File: src/sv/sobol3d_pkg.sv
// Package for the 3-D Sobol point generator: beat types, command codes and
// the constant direction-word table. No dependencies.
`timescale 1ns / 1ps

package sobol3d_pkg;

  localparam int unsigned CoordW   = 32;
  localparam int unsigned DirCount = 32;
  localparam int unsigned DimCount = 3;
  localparam int unsigned DirSelW  = $clog2(DirCount);

  typedef enum logic {
    CMD_NEXT = 1'b0,
    CMD_SEEK = 1'b1
  } cmd_t;

  typedef struct packed {
    cmd_t              command;
    logic [CoordW-1:0] seek_index;
  } in_beat_t;

  typedef struct packed {
    logic [CoordW-1:0] coord_x;
    logic [CoordW-1:0] coord_y;
    logic [CoordW-1:0] coord_z;
  } out_beat_t;

  typedef logic [DimCount-1:0][CoordW-1:0] coord_set_t;
  typedef logic [DimCount-1:0][DirCount-1:0][CoordW-1:0] dir_tbl_t;

  // Stage-one state shared between the input register and the top level.
  typedef struct packed {
    logic     valid;
    in_beat_t beat;
  } stage_t;

  // Direction words, each aligned to bit 31.
  function automatic dir_tbl_t build_dirs();
    dir_tbl_t t;
    t = '0;
    for (int j = 0; j < DirCount; j++) begin
      t[0][j] = 32'h8000_0000 >> j;
    end
    t[1][0] = 32'h8000_0000;
    for (int j = 1; j < DirCount; j++) begin
      t[1][j] = t[1][j-1] ^ (t[1][j-1] >> 1);
    end
    t[2][0] = 32'h8000_0000;
    t[2][1] = 32'hC000_0000;
    for (int j = 2; j < DirCount; j++) begin
      t[2][j] = t[2][j-2] ^ (t[2][j-2] >> 2) ^ t[2][j-1];
    end
    return t;
  endfunction

  localparam dir_tbl_t DIR_TBL = build_dirs();

endpackage

File: src/sv/sobol3d_in_reg.sv
// Input register stage of the 3-D Sobol generator.
// Depends on sobol3d_pkg for the beat and stage types.
`timescale 1ns / 1ps

module sobol3d_in_reg (
  input  logic                clk,
  input  logic                rst_n,
  input  logic                in_valid,
  output logic                in_stall,
  input  sobol3d_pkg::in_beat_t in_data,
  input  logic                go,
  output sobol3d_pkg::stage_t st
);

  logic                   valid_r;
  logic                   valid_nxt;
  sobol3d_pkg::in_beat_t  beat_r;
  logic                   load;

  // The stage frees up in the same cycle its beat moves on.
  assign in_stall  = valid_r & ~go;
  assign load      = in_valid & ~in_stall;
  assign valid_nxt = load | (valid_r & ~go);

  always_ff @(posedge clk) begin
    if (!rst_n) begin
      valid_r <= 1'b0;
    end else begin
      valid_r <= valid_nxt;
    end
  end

  always_ff @(posedge clk) begin
    if (load) begin
      beat_r <= in_data;
    end
  end

  assign st.valid = valid_r;
  assign st.beat  = beat_r;

endmodule

File: src/sv/sobol3d_step.sv
// Next-state logic of the 3-D Sobol generator: Gray-code step and seek load.
// Depends on sobol3d_pkg for the direction table and types.
`timescale 1ns / 1ps

module sobol3d_step #(
  parameter int unsigned WORD_BITS = 32
) (
  input  sobol3d_pkg::in_beat_t     beat,
  input  logic [WORD_BITS-1:0]      idx,
  input  sobol3d_pkg::coord_set_t   coords,
  output logic [WORD_BITS-1:0]      idx_nxt,
  output sobol3d_pkg::coord_set_t   coords_nxt,
  output sobol3d_pkg::coord_set_t   point
);

  localparam int unsigned IdxW = $clog2(WORD_BITS);

  logic [IdxW-1:0]                    tz;
  logic [sobol3d_pkg::DirSelW-1:0]    dir_sel;
  logic [WORD_BITS-1:0]               inc;
  logic [WORD_BITS-1:0]               seek_idx;
  logic [WORD_BITS-1:0]               seek_prev;
  logic [WORD_BITS-1:0]               gray;
  sobol3d_pkg::coord_set_t            stepped;
  sobol3d_pkg::coord_set_t            seeked;

  // Trailing-zero count; the index is never zero here.
  always_comb begin
    tz = '0;
    for (int i = WORD_BITS - 1; i >= 0; i--) begin
      if (idx[i]) begin
        tz = IdxW'(i);
      end
    end
  end

  assign dir_sel = sobol3d_pkg::DirSelW'(tz);
  assign inc     = idx + WORD_BITS'(1);

  always_comb begin
    for (int d = 0; d < sobol3d_pkg::DimCount; d++) begin
      stepped[d] = coords[d] ^ sobol3d_pkg::DIR_TBL[d][dir_sel];
    end
  end

  // Seek: coordinates are the XOR of the directions picked by gray(idx-1).
  assign seek_idx  = (beat.seek_index[WORD_BITS-1:0] == '0) ? WORD_BITS'(1)
                                                          : beat.seek_index[WORD_BITS-1:0];
  assign seek_prev = seek_idx - WORD_BITS'(1);
  assign gray      = seek_prev ^ (seek_prev >> 1);

  always_comb begin
    seeked = '0;
    for (int d = 0; d < sobol3d_pkg::DimCount; d++) begin
      for (int k = 0; k < WORD_BITS; k++) begin
        if (gray[k]) begin
          seeked[d] = seeked[d] ^ sobol3d_pkg::DIR_TBL[d][k];
        end
      end
    end
  end

  always_comb begin
    point = stepped;
    if (beat.command == sobol3d_pkg::CMD_SEEK) begin
      idx_nxt    = seek_idx;
      coords_nxt = seeked;
    end else if (inc == '0) begin
      // Index wrap restarts the sequence at its first point.
      idx_nxt    = WORD_BITS'(1);
      coords_nxt = '0;
    end else begin
      idx_nxt    = inc;
      coords_nxt = stepped;
    end
  end

endmodule

File: src/sv/sobol3d_out_reg.sv
// Output register stage of the 3-D Sobol generator.
// Depends on sobol3d_pkg for the result beat type.
`timescale 1ns / 1ps

module sobol3d_out_reg (
  input  logic                   clk,
  input  logic                   rst_n,
  input  logic                   load,
  input  sobol3d_pkg::out_beat_t beat,
  output logic                   free,
  output logic                   out_valid,
  input  logic                   out_stall,
  output sobol3d_pkg::out_beat_t out_data
);

  logic                   valid_r;
  logic                   valid_nxt;
  sobol3d_pkg::out_beat_t data_r;

  // The register can take a new beat when empty or being drained.
  assign free      = ~valid_r | ~out_stall;
  assign valid_nxt = load | (valid_r & out_stall);

  always_ff @(posedge clk) begin
    if (!rst_n) begin
      valid_r <= 1'b0;
    end else begin
      valid_r <= valid_nxt;
    end
  end

  always_ff @(posedge clk) begin
    if (load) begin
      data_r <= beat;
    end
  end

  assign out_valid = valid_r;
  assign out_data  = data_r;

endmodule

File: src/sv/sobol_point_generator_3d.sv
// A next beat is first registered in stage one; when it moves on, its point
// is registered in the output register, which presents it on out_data.
// Throughput: one beat per cycle, next and seek alike, limited only by stalls.
// A seek beat produces no result and passes even while the output is stalled.
// Reset (rst_n low at a clock edge) sets the point index to 1, clears the
// three coordinates and empties both register stages.
`timescale 1ns / 1ps

module sobol_point_generator_3d #(
  parameter int unsigned WORD_BITS = 32
) (
  input  logic                   clk,
  input  logic                   rst_n,
  input  logic                   in_valid,
  output logic                   in_stall,
  input  sobol3d_pkg::in_beat_t  in_data,
  output logic                   out_valid,
  input  logic                   out_stall,
  output sobol3d_pkg::out_beat_t out_data
);

  // Stage one holds the accepted beat. The generator state (index and
  // coordinates) is updated when that beat moves on, so consecutive beats
  // see each other's effect without any bubble.
  sobol3d_pkg::stage_t      st;
  logic                     go;
  logic                     out_free;
  logic                     is_seek;

  logic [WORD_BITS-1:0]     idx_r;
  logic [WORD_BITS-1:0]     idx_nxt;
  sobol3d_pkg::coord_set_t  coords_r;
  sobol3d_pkg::coord_set_t  coords_nxt;
  sobol3d_pkg::coord_set_t  point;
  sobol3d_pkg::out_beat_t   res_beat;

  sobol3d_in_reg u_in_reg (
    .clk      (clk),
    .rst_n    (rst_n),
    .in_valid (in_valid),
    .in_stall (in_stall),
    .in_data  (in_data),
    .go       (go),
    .st       (st)
  );

  // A seek only touches the state; a next also needs room in the output
  // register for the point it emits.
  assign is_seek = (st.beat.command == sobol3d_pkg::CMD_SEEK);
  assign go      = st.valid & (is_seek | out_free);

  sobol3d_step #(
    .WORD_BITS (WORD_BITS)
  ) u_step (
    .beat       (st.beat),
    .idx        (idx_r),
    .coords     (coords_r),
    .idx_nxt    (idx_nxt),
    .coords_nxt (coords_nxt),
    .point      (point)
  );

  // Generator state: the index never takes the value zero.
  always_ff @(posedge clk) begin
    if (!rst_n) begin
      idx_r    <= WORD_BITS'(1);
      coords_r <= '0;
    end else if (go) begin
      idx_r    <= idx_nxt;
      coords_r <= coords_nxt;
    end
  end

  assign res_beat.coord_x = point[0];
  assign res_beat.coord_y = point[1];
  assign res_beat.coord_z = point[2];

  sobol3d_out_reg u_out_reg (
    .clk       (clk),
    .rst_n     (rst_n),
    .load      (go & ~is_seek),
    .beat      (res_beat),
    .free      (out_free),
    .out_valid (out_valid),
    .out_stall (out_stall),
    .out_data  (out_data)
  );

  // The point index is kept away from zero by reset, seek and wrap handling.
  a_idx_nonzero : assert property (@(posedge clk) disable iff (!rst_n)
    idx_r != '0)
    else $error("point index reached zero");

  // A next beat that moves on always lands in the output register.
  a_next_emits : assert property (@(posedge clk) disable iff (!rst_n)
    (go && !is_seek) |=> out_valid)
    else $error("next beat produced no result");

  // A seek beat never creates a result of its own.
  a_seek_silent : assert property (@(posedge clk) disable iff (!rst_n)
    (go && is_seek) |=> (out_valid == $past(out_valid && out_stall)))
    else $error("seek beat produced a result");

  // Input is held off only while stage one is occupied and blocked.
  a_stall_cause : assert property (@(posedge clk) disable iff (!rst_n)
    in_stall |-> (st.valid && !is_seek && out_valid && out_stall))
    else $error("input stalled without cause");

endmodule
File: config.mk
export PLATFORM = sky130hd
export DESIGN_NAME = sobol_point_generator_3d
export DESIGN_NICKNAME = d
export VERILOG_FILES = /design/src/sv/sobol3d_pkg.sv /design/src/sv/sobol3d_in_reg.sv /design/src/sv/sobol3d_step.sv /design/src/sv/sobol3d_out_reg.sv /design/src/sv/sobol_point_generator_3d.sv
export SDC_FILE = /design/constraint.sdc
export NUM_CORES = 1
export LEC_CHECK = 0
export ABC_AREA = 1
export CAP_MARGIN = 20
export CORE_MARGIN = 8
export CORE_UTILIZATION = 45
export CTS_BUF_LIST = sky130_fd_sc_hd__clkbuf_4 sky130_fd_sc_hd__clkbuf_8
export DETAILED_ROUTE_END_ITERATION = 8
export DONT_BUFFER_PORTS = 1
export GPL_ROUTABILITY_DRIVEN = 1
export MAX_ROUTING_LAYER = met4
export PLACE_DENSITY = 0.61
export SYNTH_ARGS = -nofsm -noshare
export SYNTH_HDL_FRONTEND = slang
export SYNTH_SLANG_ARGS = --single-unit
File: constraint.sdc
create_clock -name clk -period 4.6 [get_ports clk]
set_clock_uncertainty 0.15 [all_clocks]
set_input_delay 0.46 -clock clk [delete_from_list [all_inputs] [get_ports clk]]
set_output_delay 0.46 -clock clk [all_outputs]
set_load 0.005 [all_outputs]
======== Word level (Yosys, flattened, before mapping) ========
Memory sizes are Yosys's and may differ from the RTL's.
Index checks and enable logic that the tools add are counted.
word-level totals
  word-level logic and storage cells ...... 262
  bits in read-only memories .............. 3,072
  memories kept ........................... 3
  register bits after elaboration ......... 259
  input bits .............................. 37
operators by class
  add/subtract/negate cells ............... 2
  $lt $le $gt $ge ......................... 1
  reductions and logical operators ........ 2
  multiplexer cells ....................... 133
  bitwise operators ....................... 110
memory list
  memory           depth  bits a word  read ports  clocked after Yosys merged registers in  wr ports  RTL line            source
  (no name shown)  32     32           1           0                                        0         sobol3d_step.sv:42  stepped[d] = coords[d] ^ sobol3d_pkg::DIR_TBL[d][dir_sel];
  (no name shown)  32     32           1           0                                        0         sobol3d_step.sv:42
  (no name shown)  32     32           1           0                                        0         sobol3d_step.sv:42
operators by type and width
  cell                   number
  $mux 32                58
  $mux 31                11
  $mux 96                2
  $mux 5                 33
  $not 8->8              18
  $not 16->16            7
  $xor 32x32->32         3
  $logic_not 32->1       2
  $not 4->4              16
  $not 12->12            4
  $not 1->1              36
  $not 6->6              6
  $add 32x1->32 const B  1
  $not 32->32            1
  $sub 32x1->32 const B  1
  $xor 32x31->32         1
  $mux 30                1
  $mux 29                1
  $mux 28                1
  $mux 27                1
  $mux 26                1
  $mux 25                1
  $mux 24                1
  $mux 23                1
  26 further kinds       40

======== Logic depth before layout (Yosys ltp) ========
  depth after elaboration ................. 68
  mapped depth ............................ 46

======== Modules after synthesis ========
From an unflattened synthesis, not the netlist that was laid out.
second synthesis, totals
  cell total of the unflattened synthesis .. 2,369
  area total of the unflattened synthesis .. 17,164.0 sq um
modules (own cells, without submodules)
  module                    cells an instance  seq. area each (sq um)  times used  area an instance (sq um)
  sobol3d_step              1,396              0.0                     1           7,737.4
  sobol_point_generator_3d  830                2,562.5                 1           5,452.7
  sobol3d_out_reg           101                2,902.8                 1           2,925.3
  sobol3d_in_reg            42                 1,011.0                 1           1,048.5

======== Least setup slack after synthesis ========
OpenSTA, ideal clock, no wires.
  path type ............................... register to register
  start point ............................. register u_in_reg.beat_r, in the netlist u_in_reg.st[11]
  end point ............................... register coords_r[61] (netlist name)
  data required time ...................... 4,320 ps
  clock period less this slack ............ 3,895 ps
  arrival time ............................ 3,614 ps
  stages on the path, launching flop included .. 28
  setup slack ............................. 705 ps
  cell sequence ........................... edfxtp_1 nor2_2 nand2_1 nor2_1 nand3_2 nand2_2 inv_2 ha_1 inv_1 nor2_4 nand4_1 nor4_2 nand4_1 nor4_1 nand3_1 o21ai_4 inv_2 nand3_1 nand2_4 inv_2 nand2_1 nand2_2 xor2_1 inv_1 or2_1 a21oi_1 nand3b_1 a31oi_1
between the ends
  word-level cells in the longest chain between the ends .. 50
RTL lines
  what                          RTL line                        source
  start, declared               sobol3d_in_reg.sv:17            sobol3d_pkg::in_beat_t beat_r;
  start signal, assigned        sobol3d_in_reg.sv:35            beat_r <= in_data;
  $logic_not 32->1              sobol3d_step.sv:47              assign seek_idx = (beat.seek_index[WORD_BITS-1:0] == '0) ? WORD_BITS'(1)
  $mux 32 (*)                   sobol3d_step.sv:47
  $sub 32x1->32 (*)             sobol3d_step.sv:49              assign seek_prev = seek_idx - WORD_BITS'(1);
  $xor 32x31->32 (*)            sobol3d_step.sv:50              assign gray = seek_prev ^ (seek_prev >> 1);
  $mux 32                       sobol3d_step.sv:56              if (gray[k]) begin
  $not 4->4 (no source line)    --
  $mux 32 (3 in a row)          sobol3d_step.sv:56
  $not 4->4 (no source line)    --
  [30 not listed]               --
  $mux 32                       sobol3d_step.sv:56
  $not 16->16 (no source line)  --
  $mux 32 (3 in a row)          sobol3d_step.sv:56
  $not 16->16 (no source line)  --
  $mux 32                       sobol3d_step.sv:56
  $not 32->32 (no source line)  --
  $mux 32 (*)                   sobol3d_step.sv:56
  $mux 96 (*)                   sobol3d_step.sv:65              if (beat.command == sobol3d_pkg::CMD_SEEK) begin
  end signal, assigned          sobol_point_generator_3d.sv:70  coords_r <= coords_nxt;
  end, declared                 sobol_point_generator_3d.sv:32  sobol3d_pkg::coord_set_t coords_r;
Every way passes the cells marked *; elsewhere a longest branch is shown, timed or not.
A chain may end at the register's enable or synchronous reset.

======== Final worst setup path ========
  start point ............................. register u_in_reg.beat_r, in the netlist u_in_reg.st[1]
  end point ............................... register coords_r[91] (netlist name)
between the ends
  word-level cells in the longest chain between the ends .. 47
RTL lines
  what                          RTL line
  $logic_not 32->1              sobol3d_step.sv:47
  $mux 32 (*)                   sobol3d_step.sv:47
  $sub 32x1->32 (*)             sobol3d_step.sv:49
  $xor 32x31->32 (*)            sobol3d_step.sv:50
  $mux 32                       sobol3d_step.sv:56
  $not 4->4 (no source line)    --
  $mux 31                       sobol3d_step.sv:56
  $not 4->4 (no source line)    --
  [30 not listed]               --
  $mux 32                       sobol3d_step.sv:56
  $not 10->10 (no source line)  --
  $mux 32                       sobol3d_step.sv:56
  $not 12->12 (no source line)  --
  $mux 31                       sobol3d_step.sv:56
  $not 16->16 (no source line)  --
  $mux 32 (*) (2 in a row)      sobol3d_step.sv:56
  $mux 96 (*)                   sobol3d_step.sv:65
Marked as above.

==> metrics.txt <==
CP Capture Type=flop; LEAKAGE=7.86 nW; Hold Slack=0.121 ns; H-Tree Depth=2; WP data required=4.93 ns; Final setup viols=0; Synthesized Nets=2004; setup slack at placement=0.206 ns; Worst Hold Class=input port to flop; hold path startpoint=rst_n; worst vdd ir=0.000199 V; Vias=14000; Slew @ Worst Pin=1.04 ns; Commonest cells post-synth=419 x nand2_1, 198 x inv_1, 189 x xor2_1; vias in the first global route=13500; top-area cell type share of the netlist area=0.244; Initial Util=0.452; drc violations=0; Chip Width=204 um; classification of the worst setup path=flop to flop; post-DP HPWL=41200 um; WP buf/inv=5; Synth area leaders=edfxtp_1 24%, dfxtp_1 16%, xor2_1 10%, nand2_1 9.9%, xnor2_1 5.5%; ANT nets after route=0; flop2flop setup slack=0.34 ns; Initial DRC Count=1072; Post-synth EDFFs=129; Synth Instances=1957; total power=6.89 mW; ys flop type=dfxtp_1; Via-to-Cell Ratio=5.41; post-synthesis sequential element count=259; Num Clock Sinks=259; clk root buf=clkbuf_8; port bufs=0; Power Density=366 nW/um^2; slew margin rel.=0.307; sequential area share after synthesis=0.407; R2R Path Start=u_in_reg.st[1]$_DFFE_PP_; GRT Residual Overflow=0; CP max stage delay=0.56 ns; CP Cell Sequence=nor2_1 > nand3_1 > nor3_2 > nand3_2 > nand2_4 > inv_4 > ha_4 > inv_4 > nor3_4 > nand4_1 > inv_1 > nand2_1 > xnor2_1 > buf_4 > inv_1 > xor2_1 > xnor2_1 > xor2_1 > xnor2_1 > or2_1 > a21oi_1 > nand3b_1 > a21oi_1; CTS Buffer Depth=3; max-slew violation count=0; Nets=2139; Reg2Reg Depth=23; CTS tree=yes; Slowest cell on crit path=xnor2_1; dpl cells=2448; antenna violations before repair=1; reg2reg end=coords_r[91]$_SDFFE_PN0P_; area growth from synthesis to layout=18.3%; Post-synth ARST share=0; Tmin final=4.26 ns; Max Freq=235 MHz; worst-path fanout max=5; crit-path most repeated cell=xnor2_1; clock slew at reported path FFs=0.06 ns; Syn Area/Cell=8.12 sq um; Worst EP arrival=4.58 ns; drt first pass iters=6; final worst setup slack=0.345 ns; Hold Fails Final Rpt=0; Worst path top cell family by delay=simple AND/OR/NAND/NOR gates; Worst Setup EP=coords_r[91]$_SDFFE_PN0P_; GP Congestion=0.995; critical path startpoint=u_in_reg.st[1]$_DFFE_PP_; Setup crit start kind=flop; layout cells sized above 1=0.143; global-route wire length before repair=82900 um; final period utilization=0.925; die area=41600 sq um; count of cell types in the netlist=54; WP depth=23; post-synth top area cell=edfxtp_1; CTS Buf Count=45; largest net degree at the start of global routing=90; I/O pins=135; GRT Total Usage=0.268; die height=204 um; mapped cell area=15900 sq um; Fillers=3291; Max Cap Viol=0; worst skew pair latency=0.63 ns; Core Area=35100 sq um; fin cells=2590; most numerous cell in the Yosys netlist=nand2_1; Synth warnings=0; status=complete, no violations; Cell Rows=69; Post-Route WL=55100 um; DR WL/cell=21.3 um
==> timing repair <==
action	4_1_cts	5_1_grt
resized for setup	0	39
hold buffers	37	0
endpoints found under the hold margin	123	0
buffers inserted	0	21
endpoints found under the setup margin	0	74
==> report_power, final <==
| group | switching (mW) | internal [mW] |
|---|---|---|
| sequential | 0.101 | 2.58 |
| clock | 1.00 | 1.31 |
| combinational | 1.18 | 0.708 |
| total | 2.29 | 4.60 |
==> final cells by class <==
class / instances / area (sq um) / area share
multi-input cells: 1412 / 8560 / 0.455
flip-flops and latches: 259 / 6480 / 0.344
repair buffers: 165 / 1420 / 0.0754
clock buffers: 64 / 812 / 0.0432
inverters: 209 / 795 / 0.0422
well taps: 461 / 577 / 0.0307
clock inverters: 19 / 174 / 0.00925
diodes: 1 / 2.50 / 0.000133
==> per-layer routing <==
layer | GRT usage | routed length (um)
met5 | - | 0
met4 | 0.127 | 2620
met3 | 0.0331 | 2950
met2 | 0.440 | 26600
met1 | 0.324 | 23000
==> registers in the layout, indices dropped and copies added (netlist names) <==
register and flops:
u_out_reg.out_data 96, coords_r 96, u_in_reg.st 33, u_out_reg.out_valid 1, u_in_reg.valid_r 1, idx_r 32
==> cells in the final DEF (no fill, tap or decap), types with 97 or more instances in the layout <==
cell type,count
nand2_1,415
xor2_1,180
a21oi_1,110
xnor2_1,99
nor2_1,139
o21ai_0,97
edfxtp_1,129
buf_4,121
dfxtp_1,130
inv_1,193
==> through the flow <==
step                area (sq um)   util  setup TNS (ns)
detailed placement         17000  0.484               0
global placement           17000  0.484               0
finish                     18800  0.535               0
floorplan                  15900      -               0
global route               18800  0.535         -0.0402
CTS                        18400  0.523               0
==> worst min path at each step <==
stage | to | depth (start not counted)
after floorplan | u_out_reg.out_data[63]$_DFFE_PP_ | 1
after global placement | coords_r[40]$_SDFFE_PN0P_ | 2
after detailed placement | coords_r[44]$_SDFFE_PN0P_ | 2
after CTS | idx_r[0]$_SDFFE_PN1P_ | 2
after global routing | coords_r[95]$_SDFFE_PN0P_ | 3
final | coords_r[95]$_SDFFE_PN0P_ | 3
==> worst min-delay path, delay by kind of cell <==
kind / cells / cell delay, ns
compound gates: 2 / 0.16
buf+inv: 1 / 0.19
==> cells by family after synthesis <==
family / synth area share
and+or+nand+nor: 0.206
AOI/OAI and AO/OA: 0.124
xor gates and xnor gates: 0.186
buffers and inverters: 0.0683
DFF: 0.407
adders and majority gates: 0.00787
Note: power is estimated with default switching activity, not from simulation.
